$ cat config.mk
export PLATFORM = sky130hd
export DESIGN_NAME = multimode_hysteresis_thermostat_unit
export DESIGN_NICKNAME = d
export VERILOG_FILES = /design/src/rtl/mht_pkg.sv /design/src/rtl/mht_div.sv /design/src/rtl/multimode_hysteresis_thermostat_unit.sv
export VERILOG_INCLUDE_DIRS = /design/src /design/src/rtl
export SDC_FILE = /design/constraint.sdc
export NUM_CORES = 1
export LEC_CHECK = 0
export BUFFER_PORTS_ARGS = -buffer_cell sky130_fd_sc_hd__buf_2
export CAP_MARGIN = 30
export CORE_MARGIN = 4
export CORE_UTILIZATION = 51
export CTS_CLUSTER_DIAMETER = 100
export CTS_CLUSTER_SIZE = 24
export DETAILED_ROUTE_END_ITERATION = 16
export PLACE_DENSITY = 0.69
export SETUP_SLACK_MARGIN = 0.02
export SLEW_MARGIN = 20
export SYNTH_ARGS = -nofsm -noshare
export SYNTH_HDL_FRONTEND = slang
export SYNTH_SLANG_ARGS = --single-unit
$ cat constraint.sdc
create_clock -name clk -period 10.1 [get_ports clk]
set_input_delay 1.01 -clock clk [delete_from_list [all_inputs] [get_ports clk]]
set_output_delay 1.01 -clock clk [all_outputs]
set_load 0.01 [all_outputs]
$ cat src/rtl/multimode_hysteresis_thermostat_unit_assert.svh
// ----------------------------------------------------------------------------
// assertion macros for the thermostat unit
// shorthand for clocked implication checks with synchronous reset
// ----------------------------------------------------------------------------
`ifndef MULTIMODE_HYSTERESIS_THERMOSTAT_UNIT_ASSERT_SVH
`define MULTIMODE_HYSTERESIS_THERMOSTAT_UNIT_ASSERT_SVH

// same-cycle implication
`define MHT_ASSERT_NOW(label, clk, rst_n, ante, cons) \
  label: assert property (@(posedge clk) disable iff (!rst_n) (ante) |-> (cons)) \
    else $error("thermostat check failed");

// next-cycle implication
`define MHT_ASSERT_NEXT(label, clk, rst_n, ante, cons) \
  label: assert property (@(posedge clk) disable iff (!rst_n) (ante) |=> (cons)) \
    else $error("thermostat check failed");

`endif

$ cat src/rtl/mht_pkg.sv
// ----------------------------------------------------------------------------
// mht_pkg
// shared types and constants of the thermostat unit
// ----------------------------------------------------------------------------
`timescale 1ns / 1ps
`default_nettype none

package mht_pkg;

  localparam int unsigned ERROR_LIMIT = 10;

  localparam int unsigned CFG_ADDR_W = 3;
  localparam int unsigned CFG_DATA_W = 13;
  localparam int unsigned IN_DATA_W  = 32;
  localparam int unsigned OUT_DATA_W = 16;

  // divider sizing
  localparam int unsigned DIV_NUM_W = 17;
  localparam int unsigned DIV_DEN_W = 10;
  localparam int unsigned DIV_QUO_W = 7;
  localparam int unsigned DIV_CNT_W = $clog2(DIV_NUM_W + 1);

  // register indexes
  localparam logic [CFG_ADDR_W-1:0] REG_MODE      = 3'd0;
  localparam logic [CFG_ADDR_W-1:0] REG_TEMP_SP   = 3'd1;
  localparam logic [CFG_ADDR_W-1:0] REG_HUM_SP    = 3'd2;
  localparam logic [CFG_ADDR_W-1:0] REG_HYST      = 3'd3;
  localparam logic [CFG_ADDR_W-1:0] REG_INVERT    = 3'd4;
  localparam logic [CFG_ADDR_W-1:0] REG_SENS_TYPE = 3'd5;
  localparam logic [CFG_ADDR_W-1:0] REG_SENS_CH   = 3'd6;
  localparam logic [CFG_ADDR_W-1:0] REG_AUTO      = 3'd7;

  // modes
  localparam logic [2:0] MODE_WARM     = 3'd0;
  localparam logic [2:0] MODE_COOL     = 3'd1;
  localparam logic [2:0] MODE_HUM      = 3'd2;
  localparam logic [2:0] MODE_TEMP_PWM = 3'd3;
  localparam logic [2:0] MODE_HUM_PWM  = 3'd4;

  // actions
  localparam logic [2:0] ACT_NONE = 3'd0;
  localparam logic [2:0] ACT_ON   = 3'd1;
  localparam logic [2:0] ACT_OFF  = 3'd2;
  localparam logic [2:0] ACT_FAN  = 3'd3;
  localparam logic [2:0] ACT_ERR  = 3'd4;

  // sensor types
  localparam logic [1:0] SENS_UNSET    = 2'd0;
  localparam logic [1:0] SENS_COMBINED = 2'd2;

  // failed-read markers
  localparam logic signed [12:0] TEMP_FAIL = -13'sd2750;
  localparam logic signed [10:0] HUM_FAIL  = -11'sd10;

  // fan mapping
  localparam logic [6:0] FAN_BASE  = 7'd10;
  localparam logic [6:0] FAN_FULL  = 7'd100;
  localparam logic [6:0] FAN_ZERO  = 7'd0;
  localparam logic [DIV_NUM_W-1:0] FAN_SCALE = 17'd90;

  // reset values
  localparam logic signed [12:0] TEMP_SP_RST = 13'sd210;
  localparam logic [9:0]         HUM_SP_RST  = 10'd500;
  localparam logic [9:0]         HYST_RST    = 10'd10;

  typedef enum logic [1:0] {
    ST_IDLE,
    ST_EVAL,
    ST_DIV,
    ST_FIN
  } state_t;

endpackage

`default_nettype wire

$ cat src/rtl/mht_div.sv
// ----------------------------------------------------------------------------
// mht_div
// bit-serial restoring divider, one quotient bit per cycle
// ----------------------------------------------------------------------------
`timescale 1ns / 1ps
`default_nettype none

module mht_div
  import mht_pkg::*;
(
  input  wire logic                 clk,
  input  wire logic                 rst_n,
  input  wire logic                 start,
  input  wire logic [DIV_NUM_W-1:0] num,
  input  wire logic [DIV_DEN_W-1:0] den,
  output logic                      done,
  output logic [DIV_QUO_W-1:0]      quo
);

  logic [DIV_NUM_W-1:0] sh_r, sh_nxt;
  logic [DIV_DEN_W-1:0] rem_r, rem_nxt;
  logic [DIV_DEN_W-1:0] den_r, den_nxt;
  logic [DIV_CNT_W-1:0] cnt_r, cnt_nxt;
  logic                 busy_r, busy_nxt;
  logic                 done_r, done_nxt;
  logic [DIV_DEN_W:0]   trial;
  logic                 qbit;

  always_comb begin
    trial    = {rem_r, sh_r[DIV_NUM_W-1]};
    qbit     = (trial >= {1'b0, den_r});
    sh_nxt   = sh_r;
    rem_nxt  = rem_r;
    den_nxt  = den_r;
    cnt_nxt  = cnt_r;
    busy_nxt = busy_r;
    done_nxt = 1'b0;
    if (start) begin
      sh_nxt   = num;
      rem_nxt  = '0;
      den_nxt  = den;
      cnt_nxt  = DIV_CNT_W'(DIV_NUM_W);
      busy_nxt = 1'b1;
    end else if (busy_r) begin
      sh_nxt  = {sh_r[DIV_NUM_W-2:0], qbit};
      rem_nxt = qbit ? DIV_DEN_W'(trial - {1'b0, den_r}) : trial[DIV_DEN_W-1:0];
      cnt_nxt = cnt_r - 1'b1;
      if (cnt_r == DIV_CNT_W'(1)) begin
        busy_nxt = 1'b0;
        done_nxt = 1'b1;
      end
    end
  end

  always_ff @(posedge clk) begin
    if (!rst_n) begin
      busy_r <= 1'b0;
      done_r <= 1'b0;
      cnt_r  <= '0;
    end else begin
      busy_r <= busy_nxt;
      done_r <= done_nxt;
      cnt_r  <= cnt_nxt;
    end
  end

  always_ff @(posedge clk) begin
    sh_r  <= sh_nxt;
    rem_r <= rem_nxt;
    den_r <= den_nxt;
  end

  assign done = done_r;
  assign quo  = sh_r[DIV_QUO_W-1:0];

endmodule

`default_nettype wire

$ cat src/rtl/multimode_hysteresis_thermostat_unit.sv
// ----------------------------------------------------------------------------
// multimode_hysteresis_thermostat_unit
// hysteresis relay control and proportional fan drive from sensor readings
// ----------------------------------------------------------------------------
// One reading is taken at a time. A reading that needs no fan mapping has its
// result written to the output register straight from the evaluation state,
// after which the unit returns to idle and can take the next reading. A reading
// inside the fan band of a pwm mode runs through a bit-serial divider (17 steps,
// one quotient bit per cycle) and has its result written from a final state
// once the divider is done, the unit then returning to idle for the next reading.
// A result waiting in the output register holds the unit until the sink takes it.
`timescale 1ns / 1ps
`default_nettype none
`include "multimode_hysteresis_thermostat_unit_assert.svh"

module multimode_hysteresis_thermostat_unit
  import mht_pkg::*;
(
  input  wire logic                  clk,
  input  wire logic                  rst_n,
  input  wire logic                  cfg_we,
  input  wire logic [CFG_ADDR_W-1:0] cfg_addr,
  input  wire logic [CFG_DATA_W-1:0] cfg_wdata,
  input  wire logic                  in_tvalid,
  output logic                       in_tready,
  // channel[3:0], temperature[16:4], humidity_reading[27:17], zero pad
  input  wire logic [IN_DATA_W-1:0]  in_tdata,
  output logic                       out_tvalid,
  input  wire logic                  out_tready,
  // action[2:0], relay_on[3], pin_level[4], fan_percent[11:5], error_count[15:12]
  output logic [OUT_DATA_W-1:0]      out_tdata
);

  // configuration
  logic [2:0]        mode_r;
  logic signed [12:0] tsp_r;
  logic [9:0]        hsp_r;
  logic [9:0]        hyst_r;
  logic              inv_r;
  logic [1:0]        stype_r;
  logic [3:0]        schan_r;
  logic              auto_r;

  always_ff @(posedge clk) begin
    if (!rst_n) begin
      mode_r  <= MODE_WARM;
      tsp_r   <= TEMP_SP_RST;
      hsp_r   <= HUM_SP_RST;
      hyst_r  <= HYST_RST;
      inv_r   <= 1'b0;
      stype_r <= SENS_UNSET;
      schan_r <= '0;
      auto_r  <= 1'b1;
    end else if (cfg_we) begin
      unique case (cfg_addr)
        REG_MODE:      mode_r  <= cfg_wdata[2:0];
        REG_TEMP_SP:   tsp_r   <= $signed(cfg_wdata[12:0]);
        REG_HUM_SP:    hsp_r   <= cfg_wdata[9:0];
        REG_HYST:      hyst_r  <= cfg_wdata[9:0];
        REG_INVERT:    inv_r   <= cfg_wdata[0];
        REG_SENS_TYPE: stype_r <= cfg_wdata[1:0];
        REG_SENS_CH:   schan_r <= cfg_wdata[3:0];
        REG_AUTO:      auto_r  <= cfg_wdata[0];
        default: ;
      endcase
    end
  end

  // control state
  state_t            state_r, state_nxt;
  logic              relay_r, relay_nxt;
  logic [3:0]        err_r, err_nxt;
  logic              ov_r, ov_nxt;
  logic [OUT_DATA_W-1:0] od_r, od_nxt;

  // captured reading
  logic [3:0]         ch_r;
  logic signed [12:0] t_r;
  logic signed [10:0] h_r;

  logic in_acc;
  assign in_acc = in_tvalid && in_tready;

  always_ff @(posedge clk) begin
    if (in_acc) begin
      ch_r <= in_tdata[3:0];
      t_r  <= $signed(in_tdata[16:4]);
      h_r  <= $signed(in_tdata[27:17]);
    end
  end

  // evaluation
  logic signed [14:0] t_x, sp_x, hy15, sp_hi, sp_lo, dist_t;
  logic signed [11:0] h_x, hsp_x, hy12, h_lo, dist_h;
  logic               active, t_fail, h_fail, err_hit;
  logic [3:0]         err_inc, err_after;
  logic [2:0]         ev_action;
  logic               ev_relay, ev_div;
  logic [3:0]         ev_err;
  logic [6:0]         ev_fan;
  logic [9:0]         band_dist;

  always_comb begin
    t_x    = {{2{t_r[12]}}, t_r};
    sp_x   = {{2{tsp_r[12]}}, tsp_r};
    hy15   = {5'b0, hyst_r};
    sp_hi  = sp_x + hy15;
    sp_lo  = sp_x - hy15;
    dist_t = sp_x - t_x;
    h_x    = {h_r[10], h_r};
    hsp_x  = {2'b0, hsp_r};
    hy12   = {2'b0, hyst_r};
    h_lo   = hsp_x - hy12;
    dist_h = h_x - h_lo;
    t_fail = (t_r == TEMP_FAIL);
    h_fail = (h_r == HUM_FAIL);
    err_inc   = err_r + 4'd1;
    err_hit   = (err_inc == 4'(ERROR_LIMIT));
    err_after = err_hit ? 4'd0 : err_inc;
    active = auto_r && (stype_r != SENS_UNSET) &&
             ((ch_r == schan_r) || (stype_r == SENS_COMBINED));

    ev_action = ACT_NONE;
    ev_relay  = relay_r;
    ev_err    = err_r;
    ev_fan    = FAN_ZERO;
    ev_div    = 1'b0;
    band_dist = '0;
    if (active) begin
      unique case (mode_r)
        MODE_WARM: begin
          if (t_fail) begin
            ev_action = ACT_ERR;
            ev_err    = err_after;
            if (err_hit) ev_relay = 1'b0;
          end else if (!relay_r && t_x <= sp_x) begin
            ev_relay = 1'b1; ev_action = ACT_ON;
          end else if (relay_r && t_x > sp_hi) begin
            ev_relay = 1'b0; ev_action = ACT_OFF;
          end
        end
        MODE_COOL: begin
          if (t_fail) begin
            ev_action = ACT_ERR;
            ev_err    = err_after;
            if (err_hit) ev_relay = 1'b0;
          end else if (relay_r && t_x < sp_lo) begin
            ev_relay = 1'b0; ev_action = ACT_OFF;
          end else if (!relay_r && t_x >= sp_x) begin
            ev_relay = 1'b1; ev_action = ACT_ON;
          end
        end
        MODE_HUM: begin
          if (relay_r && h_x < h_lo) begin
            ev_relay = 1'b0; ev_action = ACT_OFF;
          end else if (!relay_r && h_x >= hsp_x) begin
            ev_relay = 1'b1; ev_action = ACT_ON;
          end
        end
        MODE_TEMP_PWM: begin
          if (t_fail) begin
            ev_action = ACT_ERR;
            ev_err    = err_after;
          end else begin
            ev_action = ACT_FAN;
            if (t_x < sp_lo) begin
              ev_fan = FAN_FULL; ev_relay = 1'b1;
            end else if (t_x <= sp_x) begin
              ev_div = 1'b1; band_dist = dist_t[9:0];
            end else begin
              ev_fan = FAN_ZERO; ev_relay = 1'b0;
            end
          end
        end
        MODE_HUM_PWM: begin
          if (h_fail) begin
            ev_action = ACT_ERR;
            ev_err    = err_after;
          end else begin
            ev_action = ACT_FAN;
            if (h_x < h_lo) begin
              ev_fan = FAN_ZERO; ev_relay = 1'b0;
            end else if (h_x <= hsp_x) begin
              ev_div = 1'b1; band_dist = dist_h[9:0];
            end else begin
              ev_fan = FAN_FULL; ev_relay = 1'b1;
            end
          end
        end
        default: ;
      endcase
    end
  end

  // fan band divider
  logic                 div_start;
  logic                 div_done;
  logic [DIV_NUM_W-1:0] div_num;
  logic [DIV_DEN_W-1:0] div_den;
  logic [DIV_QUO_W-1:0] div_quo;

  assign div_num = DIV_NUM_W'(DIV_NUM_W'(band_dist) * FAN_SCALE);
  assign div_den = (hyst_r == '0) ? DIV_DEN_W'(1) : hyst_r;

  mht_div u_div (
    .clk   (clk),
    .rst_n (rst_n),
    .start (div_start),
    .num   (div_num),
    .den   (div_den),
    .done  (div_done),
    .quo   (div_quo)
  );

  // sequencer and output register
  logic slot_free;
  assign slot_free = !ov_r || out_tready;

  always_comb begin
    state_nxt = state_r;
    relay_nxt = relay_r;
    err_nxt   = err_r;
    ov_nxt    = ov_r && !out_tready;
    od_nxt    = od_r;
    div_start = 1'b0;
    unique case (state_r)
      ST_IDLE: begin
        if (in_acc) state_nxt = ST_EVAL;
      end
      ST_EVAL: begin
        if (ev_div) begin
          div_start = 1'b1;
          state_nxt = ST_DIV;
        end else if (slot_free) begin
          relay_nxt = ev_relay;
          err_nxt   = ev_err;
          ov_nxt    = 1'b1;
          od_nxt    = {ev_err, ev_fan, ev_relay ^ inv_r, ev_relay, ev_action};
          state_nxt = ST_IDLE;
        end
      end
      ST_DIV: begin
        if (div_done) state_nxt = ST_FIN;
      end
      ST_FIN: begin
        if (slot_free) begin
          relay_nxt = 1'b1;
          ov_nxt    = 1'b1;
          od_nxt    = {err_r, FAN_BASE + div_quo, ~inv_r, 1'b1, ACT_FAN};
          state_nxt = ST_IDLE;
        end
      end
      default: state_nxt = ST_IDLE;
    endcase
  end

  always_ff @(posedge clk) begin
    if (!rst_n) begin
      state_r <= ST_IDLE;
      relay_r <= 1'b0;
      err_r   <= '0;
      ov_r    <= 1'b0;
    end else begin
      state_r <= state_nxt;
      relay_r <= relay_nxt;
      err_r   <= err_nxt;
      ov_r    <= ov_nxt;
    end
  end

  always_ff @(posedge clk) begin
    od_r <= od_nxt;
  end

  assign in_tready  = (state_r == ST_IDLE);
  assign out_tvalid = ov_r;
  assign out_tdata  = od_r;

  // checks
  `MHT_ASSERT_NOW(a_err_below_limit, clk, rst_n, 1'b1, err_r < 4'(ERROR_LIMIT))
  `MHT_ASSERT_NEXT(a_one_at_a_time, clk, rst_n, in_acc, !in_tready)
  `MHT_ASSERT_NOW(a_fan_only_on_set, clk, rst_n,
                  ov_r && (od_r[2:0] != ACT_FAN), od_r[11:5] == FAN_ZERO)
  `MHT_ASSERT_NOW(a_fan_in_range, clk, rst_n,
                  ov_r && (od_r[2:0] == ACT_FAN), od_r[11:5] <= FAN_FULL)
  `MHT_ASSERT_NOW(a_div_done_in_div, clk, rst_n, div_done, state_r == ST_DIV)

endmodule

`default_nettype wire

# --- Word level (Yosys, flattened, before mapping) ---
# Cells that the tools add are included.
totals:
  regBits: 140
  inputBits: 53
  out_inout_bits: 18
op_classes:
  add_sub_neg: 9
  n_reduce_logical: 36
  n_bitwise: 5
  n_mux: 84
  n_eq_ne: 25
  order_cmp: 8
  multipliers: 1
ops:
  columns: ["op", "count"]
  rows:
  - ["$mux W10", 8]
  - ["$mux W16", 3]
  - ["$mux W7", 6]
  - ["$mux W1", 36]
  - ["$mux W17", 2]
  - ["$pmux W16 S2", 1]
  - ["$sub A10 B10 Y10", 3]
  - ["$pmux W10 S2", 1]
  - ["$reduce_and A2 Y1", 9]
  - ["$mul A10 B6 Y16 const B", 1]
  - ["$mux W2", 8]
  - ["$mux W4", 4]
  - ["$eq A3 B3 Y1 const B", 5]
  - ["$mux W3", 5]
  - ["$pmux W3 S5", 1]
  - ["$add A13 B11 Y14", 1]
  - ["$gt A13 B14 Y1", 1]
  - ["$lt A13 B14 Y1", 1]
  - ["$pmux W7 S2", 1]
  - ["$sub A13 B11 Y14", 1]
  - ["$eq A13 B13 Y1 const B", 1]
  - ["$ge A13 B13 Y1", 1]
  - ["$le A13 B13 Y1", 1]
  - ["$eq A3 B2 Y1 const B", 4]
  - ["other kinds (35)", 63]

# --- Longest topological paths before layout ---
logic_depth:
  depth_word: 12
  depth_mapped: 37
  ltp_nobuf: 36

# --- By module ---
# Synthesis repeated with hierarchy kept, for this count alone.
hier_totals:
  hier_cells: 1225
  area_unflattened_um2: 11043.1
modules_own_cells:
  columns: ["module", "cells_per_inst", "seq_area_each_um2", "n_inst", "area_each_um2"]
  rows:
  - ["multimode_hysteresis_thermostat_unit", 1024, 2362.3, 1, 8740.9]
  - ["mht_div", 201, 1151.1, 1, 2302.2]

# --- Worst setup path before layout ---
# No wires, ideal clock.
synth_timing:
  path_kind: "register -> register"
  startpoint: "reg hyst_r[1]"
  endpoint: "reg u_div.sh_r[16] (data pin)"
  setup_time_ns: 0.269
  path_slack_ns: 2.713
  path_stages_with_launch: 35
  arrival_time_ns: 7.118
  synth_period_minus_slack_ns: 7.387
  cell_sequence: "dfxtp_1 > inv_1 > ha_1 > nor2b_1 > o21ai_0 > a21boi_0 > o21ai_0 > a21o_1 > a2111oi_0 > o21ai_0 > nand2_1 > xnor2_1 > ha_1 > and4_1 > nand2_1 > o211a_1 > a311oi_1 > o21a_2 > buf_2 > a22oi_1 > nor2_1 > mux2_1 > fa_1 > inv_1 > fa_1 > inv_1 > ha_1 > a21o_1 > a2111oi_0 > o31ai_1 > o21ai_0 > nand2b_1 > a21oi_1 > xor2_1 > o21ai_0"
synth_between:
  elab_chain_len: 9
  word_cells_on_any_way: 22
  classes_between: "3 x add/sub; 1 x mul; 2 x order compare; 16 x mux"
synth_rtl:
  columns: ["element", "line_no", "source"]
  rows:
  - ["start: declaration", "multimode_hysteresis_thermostat_unit.sv:38", "logic [9:0] hyst_r;"]
  - ["start signal: assignment", "multimode_hysteresis_thermostat_unit.sv:59", "REG_HYST: hyst_r <= cfg_wdata[9:0];"]
  - ["$sub A10 B10 Y11 or $sub A13 B11 Y14 (tied branches)", "multimode_hysteresis_thermostat_unit.sv:113, multimode_hysteresis_thermostat_unit.sv:108", null]
  - ["$sub A10 B10 Y10 (tied with other cells)", "multimode_hysteresis_thermostat_unit.sv:114", "dist_h = h_x - h_lo;"]
  - ["$mux W10 (tied with other cells)", "multimode_hysteresis_thermostat_unit.sv:183", "end else if (h_x <= hsp_x) begin"]
  - ["$mux W10 (tied with other cells)", "multimode_hysteresis_thermostat_unit.sv:181", "if (h_x < h_lo) begin"]
  - ["$mux W10 or $pmux W1 S2 (tied branches)", "multimode_hysteresis_thermostat_unit.sv:176, multimode_hysteresis_thermostat_unit.sv:130", null]
  - ["$pmux W10 S2 or $mux W1 (tied branches)", "multimode_hysteresis_thermostat_unit.sv:130, multimode_hysteresis_thermostat_unit.sv:129", null]
  - ["$mux W10 or $mux W1 (tied branches)", "multimode_hysteresis_thermostat_unit.sv:129, multimode_hysteresis_thermostat_unit.sv:231", null]
  - ["$mul A10 B6 Y16 or $mux W1 (tied branches)", "multimode_hysteresis_thermostat_unit.sv:202, multimode_hysteresis_thermostat_unit.sv:226", null]
  - ["$mux W17 (*)", "mht_div.sv:38", "if (start) begin"]
  - ["via u_div.sh_nxt[16]", "mht_div.sv:20", "logic [DIV_NUM_W-1:0] sh_r, sh_nxt;"]
  - ["end signal: assignment", "mht_div.sv:68", "sh_r <= sh_nxt;"]
  - ["end: declaration", "mht_div.sv:20", null]
# The timed path passes the listed nets; every way through them passes the cells marked *.
# A chain may end at the register's enable or synchronous reset.

# --- Worst setup path after layout ---
# Ends and elaborated chain as after synthesis.

==> impl_metrics.csv <==
group,metric,value,unit
sta,fin_crit,8.612,ns
sta,worst_slack,1.488,ns
placement,io_buffers,66,
clock_tree,cts_resized,0,
final_layout,stdcell_count,1549,
drt,first_pass_iters,5,
critical_path,worst-path-buf-inv,3,
critical_path,crit_type,"flip-flop to flip-flop",
pwr,max-vdd-ir-drop,0.09558,mV
drt,postRouteAntennaNets,0,
critical_path,crit_top_cell,"o21ai_0",
synth,synth_edf_count,70,
sta,worst_pin_slew,0.8961,ns
sta,setup-violations-final,0,
critical_path,required,10.28,ns
floorplan,die-area,0.02377,mm^2
run,drv_cap,0,
grt,grt_pass1_wl,42770,um
critical_path,worst-path-max-fanout,11,
clock_tree,cts_buffers,17,
sta,hold_viol,0,
synth,synth_seq_area_share,0.3215,
drt,wl,26090,um
sta,max_freq,116.1,MHz
run_status,outcome,"complete, no violations",
floorplan,die_w,154.2,um
floorplan,rows,53,
clock_tree,clk_latency,0.43,ns
clock_tree,clk_pin_slew_worst_paths,0.06,ns
critical_path,r2r_slack,1.49,ns
clock_tree,cts_hold_buf,0,
pwr,powerDensity,123.0,mW/mm^2
final_layout,area_growth,10.22,%
critical_path,critical-path-top-delay-family,"compound AO/OA/AOI/OAI gates",
drt,dr.first_iter.drc_count,590,
synth,synth_area,0.01090,mm^2
floorplan,core,0.02102,mm^2
synth,synth-seq-cells,140,
critical_path,reg2reg_depth,33,
sta,fin_crit_sh,0.8526,
synth,synthCells,1215,
final_layout,n_fill_cell,1921,
critical_path,worstSetupStartpointType,"flip-flop",
clock_tree,cts_tree,"done",
synth,synth_flop_cell,"edfxtp_1",
sta,totalNegativeSetupSlack,0,ns
grt,grt_max_degree,56,
clock_tree,cts_root_buf,"clkbuf_16",
final_layout,drive_gt1_frac,0.09733,
final_layout,fin_nets,1477,
final_layout,fin_util,0.5714,
placement,place_congestion,0.9032,
critical_path,max_stage_delay,0.63,ns
critical_path,r2r-start,"hyst_r[1]",
sta,drv_slew,0,
clock_tree,cts.sinks,140,
critical_path,endpoint_kind,"flip-flop",
synth,yosysUniqueCellTypes,83,
drt,via_count,8727,
synth,async_reset_ff_frac,0,
hold_path,min_from,"hyst_r[3]",
hold_path,hold_end,"u_div.den_r[3]",
critical_path,crit_path_top_delay_cell,"a2111oi_0",
clock_tree,htreeDepth,4,
synth,synth_fp_nets,1431,
grt,antenna_found_initial,0,
hold_path,min_path_type,"flip-flop to flip-flop",
clock_tree,cts_setup_buffers,0,
floorplan,die_height,154.2,um
final_layout,antenna_cells,0,
floorplan,initial_utilization,0.5184,
critical_path,crit_arrival,8.79,ns
sta,rsz0062_at_grt,"false",
grt,overflow,0,
hold_path,min_path_cells,0,
critical_path,worstReg2RegEnd,"u_div.sh_r[16]",
sta,whs,0.4764,ns
sta,slew_headroom,0.4026,
placement,dpl.hpwl,20010,um
sta,skew,0.01189,ns
floorplan,num_io_pins,71,
grt,grt_pass1_vias,8645,
synth,yosysWarnings,0,
clock_tree,clock_path_buffers,2,
placement,placedCellCount,1516,
placement,post-place-ws,1.611,ns
grt,grtUsageTotal,0.2225,
synth,synth_area_per_cell,8.970,um^2
pwr,p_leak,0.005216,uW
drt,drc,0,
drt,viasPerCell,5.634,
drt,routedWlPerCell,16.84,um
-- sequential cells by signal, summed over array words and instances, names as in the netlist, 2 cells and up --
register     count
hyst_r          10
u_div.den_r     10
tsp_r           13
u_div.sh_r      17
hsp_r           10
u_div.rem_r     10
out_tdata       16
mode_r           3
u_div.cnt_r      5
t_r             13
err_r            4
schan_r          4
stype_r          2
state_r          2
ch_r             4
h_r             11
-- metal layers --
layer	part of all wire	routed length (um)	track usage
met5	0	0	0
met3	0.053	1371	0.04617
met4	0.023	605	0.07401
met2	0.47	12210	0.3713
met1	0.46	11900	0.2891
-- per-stage QoR --
stage / power [uW] / instance area, um^2
2_1_floorplan: 787.1 / 10900
3_3_place_gp: 846.3 / 11390
3_5_place_dp: 850.9 / 11400
4_1_cts: 1484 / 11990
5_1_grt: 1538 / 12010
6_report: 1477 / 12010
-- worst reg2reg max path: cells and delay by family (launching register included) --
family / cells / cell delay, ns
AO/OA/AOI/OAI: 16 / 4.04
XOR/XNOR: 2 / 0.26
adder cells (fa/ha/maj): 5 / 1.97
buffers and inverters: 3 / 0.28
flip-flops: 1 / 0.48
multiplexers: 1 / 0.39
AND/OR/NAND/NOR: 6 / 0.90
-- power by group --
| part | leakage, uW | switching, uW | internal [uW] |
|---|---|---|---|
| Combinational | 0.00372 | 123 | 89.7 |
| Clock | 0.000288 | 262 | 372 |
| Sequential | 0.00121 | 16.6 | 613 |
| Total | 0.00522 | 402 | 1070 |
-- synthesized netlist by cell type (all sizes together) (9+ instances only) --
| library cell | n | area share |
|---|---|---|
| xnor2 | 44 | 0.035 |
| o21a | 13 | 0.0091 |
| and3 | 10 | 0.0059 |
| nand2 | 120 | 0.042 |
| nor2b | 30 | 0.017 |
| o21ai | 59 | 0.027 |
| inv | 138 | 0.048 |
| xor2 | 23 | 0.018 |
| edfxtp | 70 | 0.19 |
| a21o | 19 | 0.013 |
| nand3 | 32 | 0.015 |
| dfxtp | 70 | 0.13 |
| o211ai | 14 | 0.0096 |
| ha | 143 | 0.16 |
| a211oi | 10 | 0.0073 |
| a21oi | 66 | 0.030 |
| clkbuf | 38 | 0.015 |
| nand2b | 20 | 0.011 |
| a21boi | 28 | 0.019 |
| nand4 | 9 | 0.0052 |
| mux2i | 24 | 0.022 |
| fa | 20 | 0.037 |
| nor2 | 63 | 0.022 |
| a22oi | 9 | 0.0062 |
| nor3 | 29 | 0.015 |
-- final cells by class --
cell class,instances,area (um^2),share of cell area
clock buffers,22,486.7,0.04052
inverters,139,521.8,0.04344
well taps,275,344.1,0.02865
clock inverters,10,101.3,0.008437
multi-input cells,892,6674,0.5556
flip-flops and latches,140,3503,0.2917
repair buffers,71,380.4,0.03167
-- cell families (layout without fill, tap and decap cells) --
group / Yosys count / count (layout) / share of synthesized area
DFF: 140 / 140 / 0.3215
adders and majority gates: 163 / 163 / 0.2009
AOI/OAI and AO/OA: 276 / 276 / 0.1683
buffers and inverters: 183 / 242 / 0.06647
xor gates and xnor gates: 67 / 67 / 0.05385
muxes: 28 / 28 / 0.02618
and+or+nand+nor: 358 / 358 / 0.1628
-- worst max path at each step --
stage	startpoint	end	slack, ns	cells past startpoint
finish	hyst_r[1]	u_div.sh_r[16]	1.49	33
detailed placement	hyst_r[1]	u_div.sh_r[16]	1.61	33
floorplan	hyst_r[1]	u_div.sh_r[16]	2.71	34
CTS	hyst_r[1]	u_div.sh_r[16]	1.54	33
global route	hyst_r[1]	u_div.sh_r[16]	0.86	33
global placement	hyst_r[1]	u_div.sh_r[16]	1.71	33
-- placed cells by master (no fill, tap or decap), types with 6 or more instances in the layout --
cell type,count
ha_1,143
inv_1,137
nand2_1,119
dfxtp_1,70
edfxtp_1,70
a21oi_1,66
buf_2,66
nor2_1,63
o21ai_0,46
xnor2_1,44
nand3_1,32
nor2b_1,30
nor3_1,27
a21boi_0,26
mux2i_1,24
xor2_1,23
nand2b_1,20
fa_1,20
clkbuf_16,19
a21o_1,18
o211ai_1,14
o21a_1,12
o21ai_1,12
and3_1,9
nand4_1,9
a211oi_1,9
a22oi_1,9
and2_1,8
nor4_1,7
o21bai_1,7
o31ai_1,6
a2111oi_0,6
(Power assumes the default switching activity.)
